**src/design/tmps_pkg.sv**
```systemverilog
package tmps_pkg;

  localparam int SAMPLE_W  = 12;
  localparam int DATA_W    = 16;
  localparam int PROD_W    = 2 * DATA_W;
  localparam int CFG_IDX_W = 3;

  // Configuration register indexes
  localparam logic [CFG_IDX_W-1:0] REG_ZERO_SUM      = 3'd0;
  localparam logic [CFG_IDX_W-1:0] REG_SPAN_SUM      = 3'd1;
  localparam logic [CFG_IDX_W-1:0] REG_FULL_SCALE_PA = 3'd2;
  localparam logic [CFG_IDX_W-1:0] REG_OFFSET_PA     = 3'd3;
  localparam logic [CFG_IDX_W-1:0] REG_ATMOS_PA      = 3'd4;

  // Register values after reset
  localparam logic [DATA_W-1:0] ZERO_SUM_RST      = 16'd11469;
  localparam logic [DATA_W-1:0] SPAN_SUM_RST      = 16'd45875;
  localparam logic [DATA_W-1:0] FULL_SCALE_PA_RST = 16'd10000;
  localparam logic [DATA_W-1:0] OFFSET_PA_RST     = 16'd2000;
  localparam logic [DATA_W-1:0] ATMOS_PA_RST      = 16'd1000;

  // Burst status from the accumulator
  typedef struct packed {
    logic              full;
    logic [DATA_W-1:0] tsum;
  } acc_status_t;

  // Request to the serial multiply-divide unit: a * b / d
  typedef struct packed {
    logic              start;
    logic [DATA_W-1:0] a;
    logic [DATA_W-1:0] b;
    logic [DATA_W-1:0] d;
  } md_req_t;

endpackage

```
**src/design/tmps_accum.sv**
```systemverilog
module tmps_accum
  import tmps_pkg::*;
#(
  parameter int SAMPLES  = 16,
  parameter int ADC_BITS = 12
) (
  input  logic                clk,
  input  logic                rst,
  input  logic                take,
  input  logic                clear,
  input  logic [SAMPLE_W-1:0] sample,
  output acc_status_t         status
);

  localparam int SW    = (ADC_BITS < SAMPLE_W) ? ADC_BITS : SAMPLE_W;
  localparam int CNT_W = (SAMPLES > 1) ? $clog2(SAMPLES) : 1;
  localparam int SUM_W = SW + $clog2(SAMPLES) + 1;
  localparam int TW    = (SUM_W > DATA_W) ? SUM_W : DATA_W;

  logic [SW-1:0]    s;
  logic [SUM_W-1:0] sum;
  logic [SW-1:0]    largest;
  logic [SW-1:0]    smallest;
  logic [CNT_W-1:0] count;
  logic             full;
  logic [TW-1:0]    diff;

  assign s = sample[SW-1:0];

  // Fold each sample into the burst, restart the burst on clear
  always_ff @(posedge clk) begin
    if (rst || clear) begin
      sum      <= '0;
      largest  <= '0;
      smallest <= '1;
      count    <= '0;
      full     <= 1'b0;
    end else if (take) begin
      sum <= sum + SUM_W'(s);
      if (s > largest) begin
        largest <= s;
      end
      if (s < smallest) begin
        smallest <= s;
      end
      if (count == CNT_W'(SAMPLES - 1)) begin
        count <= '0;
        full  <= 1'b1;
      end else begin
        count <= count + 1'b1;
      end
    end
  end

  // Drop one maximum and one minimum, saturate to the output width
  assign diff = TW'(sum) - TW'(largest) - TW'(smallest);

  assign status.full = full;
  assign status.tsum = (diff > TW'({DATA_W{1'b1}})) ? {DATA_W{1'b1}} : diff[DATA_W-1:0];

endmodule

```
**src/design/tmps_muldiv.sv**
```systemverilog
module tmps_muldiv
  import tmps_pkg::*;
(
  input  logic              clk,
  input  logic              rst,
  input  md_req_t           req,
  output logic              done,
  output logic [PROD_W-1:0] quotient
);

  localparam logic [1:0] M_IDLE = 2'd0;
  localparam logic [1:0] M_MUL  = 2'd1;
  localparam logic [1:0] M_DIV  = 2'd2;

  localparam int CNT_W = $clog2(PROD_W);

  logic [1:0]        state;
  logic [CNT_W-1:0]  cnt;
  logic [PROD_W-1:0] work;
  logic [DATA_W-1:0] mplier;
  logic [DATA_W-1:0] mcand;
  logic [DATA_W-1:0] divisor;
  logic [DATA_W-1:0] rem;
  logic [DATA_W:0]   trial;
  logic [DATA_W:0]   trial_sub;
  logic              ge;

  // One quotient bit per cycle: shift in the next dividend bit, try the divisor
  assign trial     = {rem, work[PROD_W-1]};
  assign ge        = trial >= {1'b0, divisor};
  assign trial_sub = trial - {1'b0, divisor};

  // Control: sixteen multiply steps, then thirty-two divide steps
  always_ff @(posedge clk) begin
    if (rst) begin
      state <= M_IDLE;
      cnt   <= '0;
      done  <= 1'b0;
    end else begin
      done <= 1'b0;
      unique case (state)
        M_IDLE: begin
          if (req.start) begin
            state <= M_MUL;
            cnt   <= '0;
          end
        end
        M_MUL: begin
          if (cnt == CNT_W'(DATA_W - 1)) begin
            state <= M_DIV;
            cnt   <= '0;
          end else begin
            cnt <= cnt + 1'b1;
          end
        end
        M_DIV: begin
          if (cnt == CNT_W'(PROD_W - 1)) begin
            state <= M_IDLE;
            done  <= 1'b1;
          end else begin
            cnt <= cnt + 1'b1;
          end
        end
        default: begin
          state <= M_IDLE;
        end
      endcase
    end
  end

  // Datapath: MSB-first shift-add multiply, then restoring divide in place
  always_ff @(posedge clk) begin
    case (state)
      M_IDLE: begin
        if (req.start) begin
          work    <= '0;
          mplier  <= req.a;
          mcand   <= req.b;
          divisor <= req.d;
        end
      end
      M_MUL: begin
        work   <= {work[PROD_W-2:0], 1'b0} +
                  (mplier[DATA_W-1] ? PROD_W'(mcand) : '0);
        mplier <= {mplier[DATA_W-2:0], 1'b0};
        rem    <= '0;
      end
      M_DIV: begin
        rem  <= ge ? trial_sub[DATA_W-1:0] : trial[DATA_W-1:0];
        work <= {work[PROD_W-2:0], ge};
      end
      default: begin
      end
    endcase
  end

  assign quotient = work;

endmodule

```
**src/design/trimmed_mean_pressure_scaler_unit.sv**
```systemverilog
// Trimmed-mean pressure scaler.
// Sample channel: sample_valid / sample_stall carry one ADC sample per
// transaction. The block sums SAMPLES samples into a burst, then drops one
// maximum and one minimum and scales the trimmed sum as a 4-20 mA reading.
// Result channel: result_valid / result_stall carry pressure_pa and
// trimmed_sum, one transaction per burst.
// Config channel: cfg_valid / cfg_ready write cfg_data to the register at
// cfg_index (zero_sum, span_sum, full_scale_pa, offset_pa, atmos_pa);
// unknown indexes are ignored. Write only while the block is idle.
// Throughput: one sample per cycle inside a burst. After the last sample of
// a burst the sample channel stalls through the trim, the serial unit's
// 16 shift-add multiply steps and 32 restoring divide steps, clamp and load.
// A result sits in an output register; while the receiver stalls, the next
// burst is still collected and scaled and waits in S_LOAD for a free slot.
// Reset (rst, synchronous) clears the burst, the result register and loads
// the default calibration values.
module trimmed_mean_pressure_scaler_unit
  import tmps_pkg::*;
#(
  parameter int SAMPLES  = 16,
  parameter int ADC_BITS = 12
) (
  input  logic                 clk,
  input  logic                 rst,
  input  logic                 sample_valid,
  output logic                 sample_stall,
  input  logic [SAMPLE_W-1:0]  sample,
  output logic                 result_valid,
  input  logic                 result_stall,
  output logic [DATA_W-1:0]    pressure_pa,
  output logic [DATA_W-1:0]    trimmed_sum,
  input  logic                 cfg_valid,
  output logic                 cfg_ready,
  input  logic [CFG_IDX_W-1:0] cfg_index,
  input  logic [DATA_W-1:0]    cfg_data
);

  localparam logic [1:0] S_IDLE  = 2'd0;
  localparam logic [1:0] S_CALC  = 2'd1;
  localparam logic [1:0] S_CLAMP = 2'd2;
  localparam logic [1:0] S_LOAD  = 2'd3;

  logic [DATA_W-1:0] zero_sum;
  logic [DATA_W-1:0] span_sum;
  logic [DATA_W-1:0] full_scale_pa;
  logic [DATA_W-1:0] offset_pa;
  logic [DATA_W-1:0] atmos_pa;

  logic [1:0]        state;
  logic              take;
  logic              clear;
  acc_status_t       acc;
  md_req_t           md_req;
  logic              md_done;
  logic [PROD_W-1:0] md_quot;
  logic [DATA_W-1:0] tsum;
  logic              below_zero;
  logic [DATA_W-1:0] wind;
  logic [PROD_W-1:0] scaled;
  logic [PROD_W-1:0] over;
  logic [DATA_W-1:0] wind_next;
  logic              out_free;

  // Config registers
  assign cfg_ready = 1'b1;

  always_ff @(posedge clk) begin
    if (rst) begin
      zero_sum      <= ZERO_SUM_RST;
      span_sum      <= SPAN_SUM_RST;
      full_scale_pa <= FULL_SCALE_PA_RST;
      offset_pa     <= OFFSET_PA_RST;
      atmos_pa      <= ATMOS_PA_RST;
    end else if (cfg_valid && cfg_ready) begin
      unique case (cfg_index)
        REG_ZERO_SUM:      zero_sum      <= cfg_data;
        REG_SPAN_SUM:      span_sum      <= cfg_data;
        REG_FULL_SCALE_PA: full_scale_pa <= cfg_data;
        REG_OFFSET_PA:     offset_pa     <= cfg_data;
        REG_ATMOS_PA:      atmos_pa      <= cfg_data;
        default: begin
        end
      endcase
    end
  end

  // Burst accumulator
  assign sample_stall = (state != S_IDLE) || acc.full;
  assign take         = sample_valid && !sample_stall;
  assign clear        = (state == S_IDLE) && acc.full;

  tmps_accum #(
    .SAMPLES  (SAMPLES),
    .ADC_BITS (ADC_BITS)
  ) u_accum (
    .clk    (clk),
    .rst    (rst),
    .take   (take),
    .clear  (clear),
    .sample (sample),
    .status (acc)
  );

  // Serial multiply-divide: (tsum - zero_sum) * full_scale_pa / span_sum
  assign md_req.start = clear;
  assign md_req.a     = (acc.tsum > zero_sum) ? (acc.tsum - zero_sum) : '0;
  assign md_req.b     = full_scale_pa;
  assign md_req.d     = span_sum;

  tmps_muldiv u_muldiv (
    .clk      (clk),
    .rst      (rst),
    .req      (md_req),
    .done     (md_done),
    .quotient (md_quot)
  );

  // Offset and full-scale clamp
  assign scaled    = below_zero ? '0 : md_quot;
  assign over      = scaled - PROD_W'(offset_pa);
  assign wind_next = (scaled <= PROD_W'(offset_pa)) ? '0 :
                     (over > PROD_W'(full_scale_pa)) ? full_scale_pa : over[DATA_W-1:0];

  assign out_free = !result_valid || !result_stall;

  // Sequence one burst through trim, scale, clamp and load
  always_ff @(posedge clk) begin
    if (rst) begin
      state <= S_IDLE;
    end else begin
      unique case (state)
        S_IDLE:  if (clear)    state <= S_CALC;
        S_CALC:  if (md_done)  state <= S_CLAMP;
        S_CLAMP:               state <= S_LOAD;
        S_LOAD:  if (out_free) state <= S_IDLE;
        default:               state <= S_IDLE;
      endcase
    end
  end

  // Hold the burst's trimmed sum and clamp results
  always_ff @(posedge clk) begin
    if (clear) begin
      tsum       <= acc.tsum;
      below_zero <= acc.tsum <= zero_sum;
    end
    if (state == S_CLAMP) begin
      wind <= wind_next;
    end
  end

  // Output register: load on a free slot, drop after the transaction
  always_ff @(posedge clk) begin
    if (rst) begin
      result_valid <= 1'b0;
    end else if (state == S_LOAD && out_free) begin
      result_valid <= 1'b1;
    end else if (!result_stall) begin
      result_valid <= 1'b0;
    end
  end

  always_ff @(posedge clk) begin
    if (state == S_LOAD && out_free) begin
      pressure_pa <= (wind > atmos_pa) ? (wind - atmos_pa) : '0;
      trimmed_sum <= tsum;
    end
  end

`ifndef SYNTHESIS
  a_done_in_calc: assert property (@(posedge clk) disable iff (rst)
    md_done |-> state == S_CALC)
    else $error("multiply-divide finished outside the calculation phase");

  a_burst_starts_calc: assert property (@(posedge clk) disable iff (rst)
    (state == S_IDLE && acc.full) |=> (state == S_CALC && !acc.full))
    else $error("full burst did not start the scaler");

  a_below_zero_wind: assert property (@(posedge clk) disable iff (rst)
    (state == S_LOAD && below_zero) |-> wind == '0)
    else $error("reading at or below zero level gave nonzero wind");

  a_wind_clamped: assert property (@(posedge clk) disable iff (rst)
    state == S_LOAD |-> wind <= full_scale_pa)
    else $error("wind above full scale");
`endif

endmodule

```
**config.mk**
```make
export PLATFORM = sky130hd
export DESIGN_NAME = trimmed_mean_pressure_scaler_unit
export DESIGN_NICKNAME = d
export VERILOG_FILES = /design/src/design/tmps_pkg.sv /design/src/design/tmps_accum.sv /design/src/design/tmps_muldiv.sv /design/src/design/trimmed_mean_pressure_scaler_unit.sv
export SDC_FILE = /design/constraint.sdc
export NUM_CORES = 1
export LEC_CHECK = 0
export BUFFER_PORTS_ARGS = -buffer_cell sky130_fd_sc_hd__buf_4
export CAP_MARGIN = 10
export CORE_MARGIN = 4
export CORE_UTILIZATION = 35
export DETAILED_ROUTE_END_ITERATION = 10
export PLACE_DENSITY = 0.52
export SLEW_MARGIN = 20
export SYNTH_ARGS = -nofsm -noshare
export SYNTH_HDL_FRONTEND = slang
export SYNTH_HIERARCHICAL = 1
export SYNTH_SLANG_ARGS = --single-unit
```
**constraint.sdc**
```tcl
create_clock -name clk -period 5.3 [get_ports clk]
set_input_delay 1.06 -clock clk [delete_from_list [all_inputs] [get_ports clk]]
set_output_delay 1.06 -clock clk [all_outputs]
set_load 0.05 [all_outputs]
```
==> results.ini, run 1 <==
[yosys]
yosysMostFrequentCell = nand2_1
syn-cell-area_um2 = 19600
yosysTopAreaCell = edfxtp_1
syn-num-nets = 2358
synth_cell_types = 108
yosysWarnings = 6
ys.flop_type = edfxtp_1
async_reset_ff_share_pct = 0
yosysSeqAreaShare_pct = 38.7
ys_seq_elements = 298
synth_common_cells = nand2_1 (244), a21oi_1 (172), edfxtp_1 (161)
avgSynthCellArea_um2 = 9.13
synth-edff-count = 161
synth.area.top_cells = edfxtp_1 (25%), dfxtp_1 (14%), ha_1 (10%), nand2_1 (4.7%), a21oi_1 (4.4%)
yosysTopAreaCellShare_pct = 24.7
synth_cells = 2145

[timing]
period_needed_ns = 5.19
final_max_slew_viol_count = 0
slew_headroom_pct = 28.4
tightest_slew_ns = 1.07
fin_ws_ns = 0.110
finClkSkew_ns = 0.0231
rsz0062_at_grt = yes
fmax_ghz = 0.193
fin_crit_sh_pct = 97.9
final_hold_viol_count = 0
setup_viol = 0
hold_ws_ns = 0.419
finalSetupTns_ns = 0

[clock_tree]
cts_hold_buf = 0
insertion_delay_ns = 0.57
clk_path_buf_depth = 3
cts_tree = done
path_clk_slew_ns = 0.06
numCtsBuffers = 39
cts_root_buffer = clkbuf_16
htreeDepth = 2
clock_sink_count = 298

[final_layout]
final_nets = 2434
drive_gt1_share_pct = 13.1
diodes = 0
final_cells = 2999
syn_to_final_growth_pct = 14.6
register_area_um2 = 7590
fill_cells = 5478
multiInputGateArea_um2 = 11100

[global_routing]
grt_pass1_wl_um = 89300
grt_max_degree = 89
grt_antenna_before_repair = 0
grt_use_total_pct = 18.8
grt_pass1_vias = 15800
grt_overflow = 0

[routing]
dr.pass1.iters = 5
drt_iter0_markers = 1048
drt_wl_total_um = 57600
dr_total_vias = 16400
antenna_left = 0
wl_per_cell_um = 19.2
drcViolationCount = 0
post_drt_via_cell_ratio = 5.48

[hold_path]
hold_path.class = reg2reg

[placement]
dp_slack_ns = 0.0150
dp_cells = 2917
io_buffers = 69
globalplace.congestion = 0.889
dp_hpwl_um = 42300

[die]
die_h_um = 244
initial_core_util_pct = 35.5
io_pins = 71
dieWidth_um = 244
die-area_um2 = 59800
row_count = 86
core_um2 = 55200

[power]
power.total_w = 0.0106
power_density_nw_per_um2 = 474
peakVddDrop_uv = 319
p_leak_nw = 8.94

[worst_setup_path]
arrival_ns = 5.49
worstPathMaxFanout = 12
critical_path_required_ns = 5.60
critPathLaunchType = flop
end_kind = flop
critPathKind = reg2reg

[job]
drv_cap = 0

[status]
status = finished clean

==> layout make-up <==
type	instances	area share, %
flip-flops and latches	298	33.8
inverters	154	2.58
well taps	748	4.17
clock inverters	17	0.686
repair buffers	131	4.47
multi-input cells	1597	49.5
clock buffers	54	4.82
==> cells by family after synthesis <==
| family | synth area share [%] |
|---|---|
| mux | 2.35 |
| fa+ha+maj | 12.0 |
| other cells | 0.0192 |
| flops | 38.7 |
| xor+xnor | 3.30 |
| buf+inv | 5.44 |
| simple gates | 18.5 |
| compound gates | 19.7 |
==> routing by layer <==
layer	share of wire, %	global-route usage (%)	wire length, um
met5	0	0	0
met3	5.2	2.71	3010
met2	46	31.0	26600
met1	45	25.2	26000
met4	3.4	6.53	1980
==> registers in the layout (all words and copies together) (netlist names), 12 cells and up <==
name,count
span_sum,16
u_muldiv/quotient,32
u_accum/largest,12
full_scale_pa,16
pressure_pa,16
u_muldiv/divisor,16
u_muldiv/mcand,16
offset_pa,16
u_accum/smallest,12
u_accum/sum,17
zero_sum,16
trimmed_sum,16
atmos_pa,16
wind,16
u_muldiv/mplier,16
u_muldiv/rem,16
tsum,16
==> worst max-delay path, cell delays in order, from the launching register on <==
cell and delay (ns):
dfxtp_2 0.32, inv_2 0.05, fa_1 0.55, ha_4 0.22, nor2b_4 0.14, o31ai_4 0.22, nand3b_1 0.17, a21oi_2 0.22
xnor2_2 0.17, nand2_2 0.09, inv_2 0.07, ha_4 0.11, inv_2 0.04, fa_2 0.38, a21o_1 0.17, a21oi_2 0.13
o21bai_1 0.11, a2111o_1 0.40, a311oi_2 0.25, o22ai_1 0.13, o21a_1 0.24, o31ai_4 0.25, buf_12 0.17, nor2_1 0.05
mux2_2 0.26
==> placed cells by master, fill, tap and decap left out, drive strengths merged, types with 23 or more instances in the layout <==
cell type | netlist | layout
edfxtp | 161 | 161
nand2 | 244 | 244
a21o | 46 | 46
o21a | 23 | 23
a21oi | 174 | 174
xor2 | 29 | 29
and3 | 23 | 23
dfxtp | 137 | 137
o21ai | 93 | 93
inv | 154 | 159
nand3b | 27 | 27
nor2b | 47 | 47
a31oi | 40 | 40
and2 | 25 | 25
nand4 | 25 | 25
nand3 | 73 | 73
buf | 34 | 131
clkbuf | 60 | 54
mux2i | 28 | 28
ha | 159 | 159
a211o | 26 | 26
nor3 | 41 | 41
xnor2 | 44 | 44
a211oi | 23 | 23
nor2 | 150 | 150
==> where the power goes <==
| group | leakage, nW | total (W) | internal [W] | switching, W |
|---|---|---|---|---|
| Clock | 0.599 | 0.00257 | 0.00150 | 0.00107 |
| Sequential | 2.59 | 0.00289 | 0.00275 | 0.000130 |
| Combinational | 5.76 | 0.00519 | 0.00242 | 0.00277 |
==> path summary, 6_finish.rpt <==
check	slack (ns)	start	endpoint	cells after the start
worst max-delay path	0.11	u_accum/smallest[2]	u_muldiv/mplier[5]	24
worst max register to register	0.11	u_accum/smallest[2]	u_muldiv/mplier[5]	24
worst min-delay path	0.42	tsum[15]	trimmed_sum[15]	0
worst min register to register	0.42	tsum[15]	trimmed_sum[15]	0
==> per-stage QoR <==
step	instance area [um2]	util, %
3_5_place_dp	21000	38.1
6_report	22400	40.6
5_1_grt	22400	40.6
4_1_cts	22300	40.4
3_3_place_gp	21000	38.1
2_1_floorplan	19700	-
==> repair_timing <==
item                       4_1_cts  5_1_grt
buffers inserted                 0       11
setup endpoints to repair       13       16
resized for setup                0       29
pin swaps                        1        4
No activity file was read; power rests on OpenSTA's default activity.
==> inputs of run 2 (changes only) <==
--- a/config.mk
+++ b/config.mk
@@ -7,10 +7,11 @@
 export LEC_CHECK = 0
 export BUFFER_PORTS_ARGS = -buffer_cell sky130_fd_sc_hd__buf_4
 export CAP_MARGIN = 10
+export CORE_ASPECT_RATIO = 1.5
 export CORE_MARGIN = 4
 export CORE_UTILIZATION = 35
 export DETAILED_ROUTE_END_ITERATION = 10
-export PLACE_DENSITY = 0.52
+export PLACE_DENSITY = 0.58
 export SLEW_MARGIN = 20
 export SYNTH_ARGS = -nofsm -noshare
 export SYNTH_HDL_FRONTEND = slang
==> run 2 against run 1 <==
First-iteration DRC count is 1.8% lower. Flip-flop and latch count stayed put. Highest routed layer unchanged. Via count is 0.89% lower. Critical path type unchanged. Non-clock buffer count is 13 lower. Register-to-register slack worse by 0.03 ns. Largest power group unchanged. Global-route usage is 0.34 points lower. Clock-buffer cell count is 11 lower. Critical endpoint is now u_muldiv/mplier[2].
==> results.ini, run 2 (synthesized netlist as in run 1, its figures left out) <==
[status]
status = finished clean

[timing]
tightest_slew_ns = 1.02
rsz0062_at_grt = yes
fin_ws_ns = 0.0786
setup_viol = 0
fin_crit_sh_pct = 98.5
finClkSkew_ns = 0.0212
final_max_slew_viol_count = 0
hold_ws_ns = 0.418
fmax_ghz = 0.192
period_needed_ns = 5.22
slew_headroom_pct = 31.8
final_hold_viol_count = 0
finalSetupTns_ns = 0

[final_layout]
largest_reg_flops = 32
diodes = 0
final_nets = 2417
syn_to_final_growth_pct = 13.6
mostFrequentLayoutCell = nand2_1
drive_gt1_share_pct = 12.0
final_cells = 2926
layout_common_cells = nand2_1 (243), a21oi_1 (171), edfxtp_1 (161)

[global_routing]
grt_pass1_vias = 16300
grt_overflow = 0
grt_max_degree = 93
grt_pass1_wl_um = 89500
grt_use_total_pct = 18.4
grt_antenna_before_repair = 0

[routing]
drt_iter0_markers = 1029
dr_total_vias = 16300
antenna_left = 0
drcViolationCount = 0
post_drt_via_cell_ratio = 5.57
wl_per_cell_um = 19.6
drt_wl_total_um = 57300
dr.pass1.iters = 5

[power]
p_int_w = 0.00666
clockPowerShare_pct = 24.2
seqPwrFrac_pct = 27.2
switchingPower_w = 0.00392
combPwrFrac_pct = 48.5
swShare_pct = 37.1
p_leak_nw = 8.86
peakVddDrop_uv = 300
power_density_nw_per_um2 = 476

[die]
core_um2 = 55000
die_h_um = 298
die-area_um2 = 59900
row_count = 105
dieWidth_um = 201
initial_core_util_pct = 35.6
io_pins = 71

[worst_setup_path]
arrival_ns = 5.51
critPathLaunchType = flop
worstPathMaxFanout = 16
critical_path_required_ns = 5.59
critPathKind = reg2reg
end_kind = flop

[clock_tree]
insertion_delay_ns = 0.54
path_clk_slew_ns = 0.06
cts_tree = done
htreeDepth = 2
cts_root_buffer = clkbuf_16
clock_sink_count = 298
numCtsBuffers = 35
cts_hold_buf = 0
clk_path_buf_depth = 3

[placement]
globalplace.congestion = 0.915
io_buffers = 69
dp_slack_ns = -0.0632
dp_cells = 2857
dp_hpwl_um = 43300

[job]
drv_cap = 0

[hold_path]
hold_path.class = reg2reg

[run 2: cell type report]
| type | instances | area [um2] |
|---|---|---|
| Timing Repair Buffer | 118 | 902 |
| Clock buffer | 43 | 937 |
| Multi-Input combinational cell | 1597 | 11100 |
| Tap cell | 695 | 870 |
| Sequential cell | 298 | 7580 |
| Clock inverter | 21 | 265 |
| Fill cell | 5422 | 32800 |
| Inverter | 154 | 578 |
[run 2: path summary, 6_finish.rpt]
check | depth (start not counted) | slack, ns | end | startpoint
max | 24 | 0.08 | u_muldiv/mplier[2] | u_accum/largest[7]
min | 0 | 0.42 | trimmed_sum[15] | tsum[15]
max reg2reg | 24 | 0.08 | u_muldiv/mplier[2] | u_accum/largest[7]
min reg2reg | 0 | 0.42 | trimmed_sum[15] | tsum[15]
[run 2: what timing repair did]
item,4_1_cts,5_1_grt
pin swaps,2,0
resized for setup,4,10
setup buffers,0,5
setup endpoints to repair,14,16
[run 2: metal layers]
| metal | wire [um] | up-vias | global-route usage (%) |
|---|---|---|---|
| met5 | 0 | - | 0 |
| met4 | 2390 | 0 | 7.59 |
| met3 | 2370 | 114 | 1.84 |
| met2 | 28900 | 429 | 33.3 |
| met1 | 23700 | 7848 | 22.2 |
| li1 | - | 7896 | - |
[run 2: critical path: stages, from the launching register on]
cell      delay [ns]
dfxtp_1         0.33
inv_1           0.07
fa_1            0.56
ha_4            0.23
or2_1           0.24
a21boi_4        0.14
nor3b_4         0.16
a21oi_2         0.16
xnor2_2         0.16
nand2_2         0.09
inv_2           0.07
ha_4            0.11
inv_2           0.04
fa_2            0.38
a21o_1          0.18
a21oi_2         0.16
o21bai_1        0.11
a2111o_1        0.40
a311oi_2        0.27
o22ai_2         0.11
o21a_1          0.24
o31ai_4         0.25
buf_12          0.18
nor2_1          0.05
mux2_4          0.26
[run 2: per-stage QoR]
| stage | total power, W | utilization, % | instance area [um2] |
|---|---|---|---|
| finish | 0.0106 | 40.4 | 22200 |
| global route | 0.0113 | 40.4 | 22200 |
| CTS | 0.0105 | 40.2 | 22200 |
| detailed placement | 0.00786 | 38.0 | 20900 |
| global placement | 0.00775 | 38.0 | 20900 |
| floorplan | 0.00653 | - | 19700 |
[run 2: power by group through the flow]
stage / Clock, W / Sequential (W) / Combinational (W)
after detailed placement: 0 / 0.00293 / 0.00493
after global routing: 0.00272 / 0.00290 / 0.00571
after CTS: 0.00263 / 0.00288 / 0.00499
after floorplan: 0 / 0.00288 / 0.00365
final: 0.00256 / 0.00288 / 0.00514
after global placement: 0 / 0.00292 / 0.00482
